File: src/design/lgpg_pkg.sv
// ----------------------------------------------------------------------------
// lgpg_pkg: shared types and constants of the linear gradient pixel generator
// Widths of the pixel and configuration fields, register map codes, and the
// structs that carry configuration and divider results between the modules.
// ----------------------------------------------------------------------------
package lgpg_pkg;

    localparam int IDX_W    = 24;
    localparam int COLOR_W  = 24;
    localparam int DIM_W    = 13;
    localparam int COUNT_W  = 2 * DIM_W;
    localparam int NUMER_W  = 31;
    localparam int PCT_W    = 7;
    localparam int CHAN_W   = 8;
    localparam int NUM_CHAN = 3;
    localparam int APB_AW   = 4;
    localparam int APB_DW   = 32;

    localparam logic [PCT_W-1:0] PCT_SCALE = 7'd100;

    // floor(x / 100) == (x * 5243) >> 19 for every x below 25600.
    localparam logic [12:0] RECIP_100   = 13'd5243;
    localparam int          RECIP_SHIFT = 19;
    localparam int          PROD_W      = 15;
    localparam int          SCALED_W    = 28;

    typedef enum logic [1:0] {
        REG_COLOR_START  = 2'd0,
        REG_COLOR_END    = 2'd1,
        REG_FRAME_WIDTH  = 2'd2,
        REG_FRAME_HEIGHT = 2'd3
    } t_reg_idx;

    typedef struct packed {
        logic [COLOR_W-1:0] color_start;
        logic [COLOR_W-1:0] color_end;
        logic [COUNT_W-1:0] pixel_count;
    } t_cfg;

    typedef struct packed {
        logic [PCT_W-1:0] pct;
        logic             oor;
    } t_div_beat;

endpackage

File: src/design/lgpg_if.sv
// ----------------------------------------------------------------------------
// lgpg_if: valid/ready stream interfaces of the gradient generator
// One interface carries pixel indexes in, the other carries colored pixels out.
// ----------------------------------------------------------------------------
interface lgpg_pix_if;
    import lgpg_pkg::*;

    logic             valid;
    logic             ready;
    logic [IDX_W-1:0] pixel_index;

    modport source (output valid, output pixel_index, input ready);
    modport sink   (input valid, input pixel_index, output ready);
endinterface

interface lgpg_res_if;
    import lgpg_pkg::*;

    logic               valid;
    logic               ready;
    logic [COLOR_W-1:0] pixel_color;
    logic               index_out_of_range;

    modport source (output valid, output pixel_color, output index_out_of_range, input ready);
    modport sink   (input valid, input pixel_color, input index_out_of_range, output ready);
endinterface

File: src/design/linear_gradient_pixel_generator.sv
// ----------------------------------------------------------------------------
// linear_gradient_pixel_generator: linear gradient fill over a whole frame
// Maps a raster pixel index to its color between a start and an end color.
// ----------------------------------------------------------------------------
// The block takes one pixel index and returns one pixel color per clock while
// result beats are taken: eight stages form index*100 and divide it by the
// frame pixel count one quotient bit at a time, and three stages weight,
// rescale and sum the color channels. Every stage holds a valid
// bit, so input ready stays high while the pipeline has an empty slot even when
// the output beat is not being taken. Registers sit on APB at byte addresses
// 0 (start color), 4 (end color), 8 (width) and 12 (height); paddr bits 1:0 are
// ignored. A write takes effect for indexes accepted in the following cycle.
// An index at or beyond width times height returns color zero with the
// out-of-range flag set.
module linear_gradient_pixel_generator (
    input  logic                         i_clk,
    input  logic                         i_rst_n,
    lgpg_pix_if.sink                     i_pix,
    lgpg_res_if.source                   o_res,
    input  logic                         psel,
    input  logic                         penable,
    input  logic                         pwrite,
    input  logic [lgpg_pkg::APB_AW-1:0]  paddr,
    input  logic [lgpg_pkg::APB_DW-1:0]  pwdata,
    output logic [lgpg_pkg::APB_DW-1:0]  prdata,
    output logic                         pready
);
    import lgpg_pkg::*;

    t_cfg      w_cfg;
    logic      w_div_valid;
    logic      w_div_ready;
    t_div_beat w_div_beat;

    lgpg_cfg u_cfg (
        .i_clk   (i_clk),
        .i_rst_n (i_rst_n),
        .psel    (psel),
        .penable (penable),
        .pwrite  (pwrite),
        .paddr   (paddr),
        .pwdata  (pwdata),
        .prdata  (prdata),
        .pready  (pready),
        .o_cfg   (w_cfg)
    );

    lgpg_div u_div (
        .i_clk   (i_clk),
        .i_rst_n (i_rst_n),
        .i_pix   (i_pix),
        .i_cfg   (w_cfg),
        .o_valid (w_div_valid),
        .i_ready (w_div_ready),
        .o_beat  (w_div_beat)
    );

    lgpg_blend u_blend (
        .i_clk   (i_clk),
        .i_rst_n (i_rst_n),
        .i_valid (w_div_valid),
        .o_ready (w_div_ready),
        .i_beat  (w_div_beat),
        .i_cfg   (w_cfg),
        .o_res   (o_res)
    );

endmodule

File: src/design/lgpg_cfg.sv
// ----------------------------------------------------------------------------
// lgpg_cfg: APB configuration registers
// Holds the two gradient colors and the frame size, and keeps the frame pixel
// count in a register so the datapath never sees the multiplier.
// ----------------------------------------------------------------------------
module lgpg_cfg (
    input  logic                         i_clk,
    input  logic                         i_rst_n,
    input  logic                         psel,
    input  logic                         penable,
    input  logic                         pwrite,
    input  logic [lgpg_pkg::APB_AW-1:0]  paddr,
    input  logic [lgpg_pkg::APB_DW-1:0]  pwdata,
    output logic [lgpg_pkg::APB_DW-1:0]  prdata,
    output logic                         pready,
    output lgpg_pkg::t_cfg               o_cfg
);
    import lgpg_pkg::*;

    logic [COLOR_W-1:0] r_color_start;
    logic [COLOR_W-1:0] r_color_end;
    logic [DIM_W-1:0]   r_frame_width;
    logic [DIM_W-1:0]   r_frame_height;
    logic [COUNT_W-1:0] r_pixel_count;
    logic               w_wr;
    t_reg_idx           w_idx;

    assign pready = 1'b1;
    assign w_wr   = psel && penable && pwrite;
    assign w_idx  = t_reg_idx'(paddr[3:2]);

    always_ff @(posedge i_clk) begin
        if (!i_rst_n) begin
            r_color_start  <= '0;
            r_color_end    <= '0;
            r_frame_width  <= DIM_W'(1);
            r_frame_height <= DIM_W'(1);
            r_pixel_count  <= COUNT_W'(1);
        end else begin
            if (w_wr) begin
                unique case (w_idx)
                    REG_COLOR_START:  r_color_start  <= pwdata[COLOR_W-1:0];
                    REG_COLOR_END:    r_color_end    <= pwdata[COLOR_W-1:0];
                    REG_FRAME_WIDTH:  r_frame_width  <= pwdata[DIM_W-1:0];
                    REG_FRAME_HEIGHT: r_frame_height <= pwdata[DIM_W-1:0];
                    default: ;
                endcase
            end
            // Follows the dimensions in the next cycle; the divider reads it from stage 1
            // on, not in stage 0 where the index is taken.
            r_pixel_count <= {{DIM_W{1'b0}}, r_frame_width} * {{DIM_W{1'b0}}, r_frame_height};
        end
    end

    always_comb begin
        unique case (w_idx)
            REG_COLOR_START:  prdata = APB_DW'(r_color_start);
            REG_COLOR_END:    prdata = APB_DW'(r_color_end);
            REG_FRAME_WIDTH:  prdata = APB_DW'(r_frame_width);
            REG_FRAME_HEIGHT: prdata = APB_DW'(r_frame_height);
            default:          prdata = '0;
        endcase
    end

    assign o_cfg = '{color_start: r_color_start,
                     color_end:   r_color_end,
                     pixel_count: r_pixel_count};

`ifndef SYNTH
    a_width_write: assert property (@(posedge i_clk) disable iff (!i_rst_n)
        w_wr && (w_idx == REG_FRAME_WIDTH) |=> r_frame_width == $past(pwdata[DIM_W-1:0]))
        else $error("frame width register did not take the written value");

    a_count_tracks: assert property (@(posedge i_clk) disable iff (!i_rst_n)
        $past(i_rst_n) |-> r_pixel_count ==
            COUNT_W'($past(r_frame_width)) * COUNT_W'($past(r_frame_height)))
        else $error("pixel count does not match the frame dimensions");
`endif

endmodule

File: src/design/lgpg_div.sv
// ----------------------------------------------------------------------------
// lgpg_div: pipelined percent divider
// Forms index*100 and divides it by the pixel count with a restoring divider,
// one quotient bit per stage, and flags indexes beyond the frame.
// ----------------------------------------------------------------------------
module lgpg_div (
    input  logic                  i_clk,
    input  logic                  i_rst_n,
    lgpg_pix_if.sink              i_pix,
    input  lgpg_pkg::t_cfg        i_cfg,
    output logic                  o_valid,
    input  logic                  i_ready,
    output lgpg_pkg::t_div_beat   o_beat
);
    import lgpg_pkg::*;

    // Stage 0 takes the index, stages 1 to PCT_W each settle one quotient bit.
    localparam int NSTG = PCT_W + 1;
    localparam int DIVW = COUNT_W + PCT_W;

    logic [NSTG-1:0]    r_valid;
    logic [NSTG-1:0]    w_adv;
    logic [IDX_W-1:0]   r_idx;
    logic [NUMER_W-1:0] r_rem [NSTG];
    logic [PCT_W-1:0]   r_quo [NSTG];
    logic               r_oor [1:NSTG-1];
    logic [NUMER_W-1:0] w_rem_n [1:NSTG-1];
    logic               w_ge [1:NSTG-1];
    logic [DIVW-1:0]    w_dvs [1:NSTG-1];
    logic               w_oor;

    always_comb begin
        w_adv[NSTG-1] = !r_valid[NSTG-1] || i_ready;
        for (int s = NSTG - 2; s >= 0; s--) begin
            w_adv[s] = !r_valid[s] || w_adv[s+1];
        end
    end

    assign i_pix.ready = w_adv[0];
    assign w_oor = {{(COUNT_W-IDX_W){1'b0}}, r_idx} >= i_cfg.pixel_count;

    always_comb begin
        for (int s = 1; s < NSTG; s++) begin
            w_dvs[s]   = DIVW'(i_cfg.pixel_count) << (NSTG - 1 - s);
            w_ge[s]    = DIVW'(r_rem[s-1]) >= w_dvs[s];
            w_rem_n[s] = w_ge[s] ? (r_rem[s-1] - w_dvs[s][NUMER_W-1:0]) : r_rem[s-1];
        end
    end

    always_ff @(posedge i_clk) begin
        if (!i_rst_n) begin
            r_valid <= '0;
        end else begin
            if (w_adv[0]) begin
                r_valid[0] <= i_pix.valid;
            end
            for (int s = 1; s < NSTG; s++) begin
                if (w_adv[s]) begin
                    r_valid[s] <= r_valid[s-1];
                end
            end
        end
    end

    always_ff @(posedge i_clk) begin
        if (w_adv[0]) begin
            r_idx    <= i_pix.pixel_index;
            // index * 100 as shifts: 64 + 32 + 4.
            r_rem[0] <= (NUMER_W'(i_pix.pixel_index) << 6) + (NUMER_W'(i_pix.pixel_index) << 5)
                      + (NUMER_W'(i_pix.pixel_index) << 2);
            r_quo[0] <= '0;
        end
        for (int s = 1; s < NSTG; s++) begin
            if (w_adv[s]) begin
                r_rem[s] <= w_rem_n[s];
                r_quo[s] <= {r_quo[s-1][PCT_W-2:0], w_ge[s]};
                r_oor[s] <= (s == 1) ? w_oor : r_oor[(s > 1) ? s - 1 : 1];
            end
        end
    end

    assign o_valid = r_valid[NSTG-1];
    assign o_beat  = '{pct: r_quo[NSTG-1], oor: r_oor[NSTG-1]};

`ifndef SYNTH
    a_pct_range: assert property (@(posedge i_clk) disable iff (!i_rst_n)
        o_valid && !o_beat.oor |-> o_beat.pct < PCT_SCALE)
        else $error("percent out of range for an in-frame pixel");

    a_reset_empty: assert property (@(posedge i_clk)
        !$past(i_rst_n) |-> r_valid == '0)
        else $error("divider pipeline holds beats after reset");
`endif

endmodule

File: src/design/lgpg_blend.sv
// ----------------------------------------------------------------------------
// lgpg_blend: per-channel color blend pipeline
// Weights start and end colors by the percent, divides each product by 100
// through a reciprocal multiply, and sums and packs the channels.
// ----------------------------------------------------------------------------
module lgpg_blend (
    input  logic                  i_clk,
    input  logic                  i_rst_n,
    input  logic                  i_valid,
    output logic                  o_ready,
    input  lgpg_pkg::t_div_beat   i_beat,
    input  lgpg_pkg::t_cfg        i_cfg,
    lgpg_res_if.source            o_res
);
    import lgpg_pkg::*;

    localparam int NSTG = 3;

    logic [NSTG-1:0]     r_valid;
    logic [NSTG-1:0]     w_adv;
    logic [PCT_W-1:0]    w_inv;
    logic                r_oor [NSTG];
    logic [PROD_W-1:0]   r_ps [NUM_CHAN];
    logic [PROD_W-1:0]   r_pe [NUM_CHAN];
    logic [SCALED_W-1:0] r_qs [NUM_CHAN];
    logic [SCALED_W-1:0] r_qe [NUM_CHAN];
    logic [COLOR_W-1:0]  r_color;
    logic [COLOR_W-1:0]  n_color;

    always_comb begin
        w_adv[NSTG-1] = !r_valid[NSTG-1] || o_res.ready;
        for (int s = NSTG - 2; s >= 0; s--) begin
            w_adv[s] = !r_valid[s] || w_adv[s+1];
        end
    end

    assign o_ready = w_adv[0];
    assign w_inv   = PCT_SCALE - i_beat.pct;

    always_comb begin
        logic [CHAN_W:0] v_s;
        logic [CHAN_W:0] v_e;
        n_color = '0;
        for (int c = 0; c < NUM_CHAN; c++) begin
            v_s = (CHAN_W+1)'(r_qs[c] >> RECIP_SHIFT);
            v_e = (CHAN_W+1)'(r_qe[c] >> RECIP_SHIFT);
            n_color[c*CHAN_W +: CHAN_W] = CHAN_W'(v_s + v_e);
        end
        if (r_oor[1]) begin
            n_color = '0;
        end
    end

    always_ff @(posedge i_clk) begin
        if (!i_rst_n) begin
            r_valid <= '0;
        end else begin
            if (w_adv[0]) begin
                r_valid[0] <= i_valid;
            end
            for (int s = 1; s < NSTG; s++) begin
                if (w_adv[s]) begin
                    r_valid[s] <= r_valid[s-1];
                end
            end
        end
    end

    always_ff @(posedge i_clk) begin
        if (w_adv[0]) begin
            r_oor[0] <= i_beat.oor;
            for (int c = 0; c < NUM_CHAN; c++) begin
                r_ps[c] <= PROD_W'(i_cfg.color_start[c*CHAN_W +: CHAN_W]) * PROD_W'(w_inv);
                r_pe[c] <= PROD_W'(i_cfg.color_end[c*CHAN_W +: CHAN_W]) * PROD_W'(i_beat.pct);
            end
        end
        if (w_adv[1]) begin
            r_oor[1] <= r_oor[0];
            for (int c = 0; c < NUM_CHAN; c++) begin
                r_qs[c] <= SCALED_W'(r_ps[c]) * SCALED_W'(RECIP_100);
                r_qe[c] <= SCALED_W'(r_pe[c]) * SCALED_W'(RECIP_100);
            end
        end
        if (w_adv[2]) begin
            r_oor[2] <= r_oor[1];
            r_color  <= n_color;
        end
    end

    assign o_res.valid              = r_valid[NSTG-1];
    assign o_res.pixel_color        = r_color;
    assign o_res.index_out_of_range = r_oor[NSTG-1];

`ifndef SYNTH
    a_oor_black: assert property (@(posedge i_clk) disable iff (!i_rst_n)
        o_res.valid && o_res.index_out_of_range |-> o_res.pixel_color == '0)
        else $error("out-of-frame pixel carries a nonzero color");
`endif

endmodule

File: src/flat_wrapper.sv
// flat-port wrapper written by rule: the top's interface ports become plain ports
module linear_gradient_pixel_generator_flat import lgpg_pkg::*;
  (i_clk, i_rst_n, psel, penable, pwrite, paddr, pwdata, prdata, pready, i_pix_valid, i_pix_pixel_index, i_pix_ready, o_res_valid, o_res_pixel_color, o_res_index_out_of_range, o_res_ready);
  lgpg_pix_if i_pix_i ();
  lgpg_res_if o_res_i ();
  input  logic i_clk;
  input  logic i_rst_n;
  input  logic psel;
  input  logic penable;
  input  logic pwrite;
  input  logic [lgpg_pkg::APB_AW-1:0] paddr;
  input  logic [lgpg_pkg::APB_DW-1:0] pwdata;
  output logic [lgpg_pkg::APB_DW-1:0] prdata;
  output logic pready;
  input wire logic [$bits(i_pix_i.valid)-1:0] i_pix_valid;
  input wire logic [$bits(i_pix_i.pixel_index)-1:0] i_pix_pixel_index;
  output wire logic [$bits(i_pix_i.ready)-1:0] i_pix_ready;
  output wire logic [$bits(o_res_i.valid)-1:0] o_res_valid;
  output wire logic [$bits(o_res_i.pixel_color)-1:0] o_res_pixel_color;
  output wire logic [$bits(o_res_i.index_out_of_range)-1:0] o_res_index_out_of_range;
  input wire logic [$bits(o_res_i.ready)-1:0] o_res_ready;
  assign i_pix_i.valid = i_pix_valid;
  assign i_pix_i.pixel_index = i_pix_pixel_index;
  assign i_pix_ready = i_pix_i.ready;
  assign o_res_valid = o_res_i.valid;
  assign o_res_pixel_color = o_res_i.pixel_color;
  assign o_res_index_out_of_range = o_res_i.index_out_of_range;
  assign o_res_i.ready = o_res_ready;
  linear_gradient_pixel_generator u_core (.i_clk(i_clk), .i_rst_n(i_rst_n), .i_pix(i_pix_i), .o_res(o_res_i), .psel(psel), .penable(penable), .pwrite(pwrite), .paddr(paddr), .pwdata(pwdata), .prdata(prdata), .pready(pready));
endmodule
File: config.mk
export PLATFORM = sky130hd
export DESIGN_NAME = linear_gradient_pixel_generator_flat
export DESIGN_NICKNAME = d
export VERILOG_FILES = /design/src/design/lgpg_pkg.sv /design/src/design/lgpg_if.sv /design/src/design/linear_gradient_pixel_generator.sv /design/src/design/lgpg_cfg.sv /design/src/design/lgpg_div.sv /design/src/design/lgpg_blend.sv /design/src/flat_wrapper.sv
export SDC_FILE = /design/constraint.sdc
export NUM_CORES = 2
export LEC_CHECK = 0
export BUFFER_PORTS_ARGS = -buffer_cell sky130_fd_sc_hd__buf_4
export CAP_MARGIN = 5
export CORE_MARGIN = 1.5
export CORE_UTILIZATION = 60
export DETAILED_ROUTE_END_ITERATION = 10
export GPL_TIMING_DRIVEN = 0
export PLACE_DENSITY = 0.77
export SLEW_MARGIN = 15
export SYNTH_ARGS = -nofsm -noshare
export SYNTH_HDL_FRONTEND = slang
export SYNTH_SLANG_ARGS = --single-unit
File: constraint.sdc
create_clock -name i_clk -period 8.79 [get_ports i_clk]
set_input_delay 0.4395 -clock i_clk [delete_from_list [all_inputs] [get_ports i_clk]]
set_output_delay 0.4395 -clock i_clk [all_outputs]
set_load 0.1 [all_outputs]
==> metrics.yaml <==
run_status:
  status: "complete, no violations"
yosys:
  ys_ff_latch: 536
  ys_types: 93
  synth_top_cell_by_area: "fa_1"
  ys_seq_area_share_pct: 22.4
  synth.top_cell.area_share_pct: 22.0
  netlist_area_mm2: 0.0668
  syn_area_per_cell_um2: 9.93
  synth-edff-count: 425
  syn_inst: 6723
  synthTopCellsByArea: "fa_1 (22%), ha_1 (21%), edfxtp_1 (19%)"
  async_reset_ff_share_pct: 0
  ys_warn_count: 0
  ys.flop_type: "edfxtp_1"
pwr:
  clockPowerShare_pct: 21.7
  vdd_drop_max_uv: 173
  comb_power_share_pct: 49.2
  p_per_area_mw_per_mm2: 194
  seqPwrFrac_pct: 29.1
  p_sw_share_pct: 40.4
  power.leakage_nw: 36.1
  power_mw: 14.0
  p_sw_mw: 5.65
  p_int_mw: 8.34
sta:
  fin_setup_tns_ns: 0
  relSlewSlack_pct: 33.2
  tightestPinTransition_ns: 1.00
  drv_slew: 0
  finalSetupViolCount: 0
  finalCriticalPeriod_ns: 7.98
  rsz0062_at_grt: "false"
  fin_worst_skew_ns: 0.0344
  fmax_mhz: 125
  finalHoldViolations: 0
  post-route-period-util_pct: 90.7
drt:
  wl_per_cell_um: 18.9
  route.detailed.drc: 0
  vias: 48100
  firstDrtPassIters: 5
  final_antenna_net_count: 0
  drt_iter0_markers: 3249
  wirelength_um: 160000
  drt-vias-per-instance: 5.68
finish:
  area_growth_pct: 8.09
  final_common_cell: "inv_1"
  seq_area_mm2: 0.0150
  layout-drive-gt1-share_pct: 4.67
  final_cell_mix: "inv_1 (1,281), ha_1 (1,111), fa_1 (733), nand2_1 (528), edfxtp_1 (425)"
  finalNetCount: 8835
  multi_input_area_mm2: 0.0463
  nFillCells: 8679
worst_setup_path:
  required_ns: 9.16
  worst_path_max_delay_cell: "clkbuf_1"
  critical_path.most_common_cell: "inv_1"
  start_kind: "register"
  arrival_ns: 8.35
  critical_path.endpoint_type: "register"
  crit_fanout: 10
  max_stage_delay_ns: 0.70
  crit_type: "reg2reg"
die:
  std_cell_rows: 122
  start_util_pct: 60.4
  die_area_mm2: 0.113
  die_w_um: 337
  core_area_mm2: 0.111
  die_h_um: 337
  io_pins: 127
grt:
  overflow: 0
  gr-usage-all-layers_pct: 29.1
  grt_pass1_vias: 50400
  grt_first_pass_wirelength_um: 261000
  grt_max_degree: 60
  antenna_found_initial: 12
clocking:
  clk_latency_ns: 0.66
  cts_buffer_depth: 3
  clkSlewWorstSetupHoldPaths_ns: 0.06
  root_buffer: "clkbuf_16"
  cts_num_sinks: 536
  cts_tree: "yes"
  numCtsBuffers: 68
  htreeDepth: 3
  cts_resized: 0
place:
  place_congestion: 0.937
  portBuffers: 107
  hpwl_um: 132000
worst_hold_path:
  min_path_type: "in2reg"
job:
  cap_violations: 0
stage by stage:
step                cells  cell area (µm²)  util (%)  hold WS, ns  worst slack (ns)
finish               8474            72200      65.3       0.0314             0.813
floorplan            6730            66800         -        0.400              2.83
CTS                  8467            72200      65.3     0.000970             0.858
detailed placement   8328            69600      62.9        0.405             0.916
global placement     8325            69500      62.9        0.401              1.01
global route         8470            72200      65.3       0.0154             0.368
power groups by stage:
stage	Combinational (mW)	Sequential (mW)	Clock, mW
final	6.89	4.07	3.04
after CTS	6.79	4.06	3.08
after floorplan	5.10	3.99	0
after global placement	6.52	4.09	0
after global routing	7.66	4.13	3.17
after detailed placement	6.72	4.11	0
layout make-up:
cell class / count / area share (%)
well taps: 1488 / 2.58
diodes: 7 / 0.0243
multi-input cells: 4744 / 64.2
repair buffers: 124 / 1.42
clock inverters: 32 / 0.598
plain buffers: 163 / 0.929
flip-flops and latches: 536 / 20.8
clock buffers: 93 / 2.80
inverters: 1287 / 6.70
path summary, 6_finish.rpt:
check	from	to	slack, ns	depth (start not counted)
worst min register to register	u_core.u_div.r_oor[0][2]	u_core.u_div.r_oor[0][3]	0.42	0
worst min-delay path	i_pix_pixel_index[4]	u_core.u_div.r_idx[4]	0.03	1
worst max-delay path	u_core.u_div.r_quo[1][21]	u_core.u_blend.r_ps[0][14]	0.81	28
worst max register to register	u_core.u_div.r_quo[1][21]	u_core.u_blend.r_ps[0][14]	0.81	28
per-layer routing:
| layer | GRT usage (%) | part of all wire, % |
|---|---|---|
| met1 | 36.5 | 41 |
| met2 | 50.2 | 48 |
| met3 | 5.08 | 6.9 |
| met4 | 11.1 | 3.8 |
| met5 | 0 | 0.060 |
worst max-delay path, delay by kind of cell, from the launching register on:
kind | cells | cell delay [ns]
AOI/OAI and AO/OA | 5 | 0.90
buffers and inverters | 9 | 2.35
DFF | 1 | 0.49
xor gates and xnor gates | 2 | 0.57
adders and majority gates | 6 | 2.74
and+or+nand+nor | 6 | 0.64
what timing repair did:
item / CTS / global route
hold buffers: 14 / 0
endpoints found under the hold margin: 14 / 0
buffers inserted: 0 / 0
kinds of logic after synthesis:
family,after synthesis,synth area share [%]
fa+ha+maj,1844,42.8
simple gates,1505,10.9
buf+inv,1450,8.24
compound gates,943,9.17
flops,536,22.4
xor+xnor,321,4.21
mux,122,2.19
other cells,2,0.0112
sequential cells by signal, summed over array words and instances, names as in the netlist:
register and flops:
u_core.u_div.r_rem 201, u_core.u_blend.r_pe 45, u_core.u_blend.r_ps 45, u_core.u_div.r_quo 28, u_core.u_cfg.r_pixel_count 26, u_core.u_blend.o_res.pixel_color 24, u_core.u_blend.r_qe 24, u_core.u_blend.r_qs 24
u_core.u_cfg.r_color_end 24, u_core.u_cfg.r_color_start 24, u_core.u_div.r_idx 24, u_core.u_cfg.r_frame_height 13, u_core.u_cfg.r_frame_width 13, u_core.u_div.r_valid 8, u_core.u_div.r_oor 7, u_core.u_blend.r_oor 3
u_core.u_blend.r_valid 3
synth_stat cells, types with 37 or more instances:
cell and instances:
clkbuf_1 137, nand2_1 532, ha_1 1111, nand2b_1 37
nand3_1 56, mux2i_1 44, a21o_1 139, nor2b_1 88
inv_1 1287, a21boi_0 53, edfxtp_1 425, xor2_1 88
nor2_1 282, o21a_1 59, fa_1 733, a21oi_1 280
o21ai_0 165, mux2_1 43, dfxtp_1 111, xnor2_1 233
nor3_1 77, and2_1 282, nand4_1 43
Note: power is estimated with default switching activity, not from simulation.
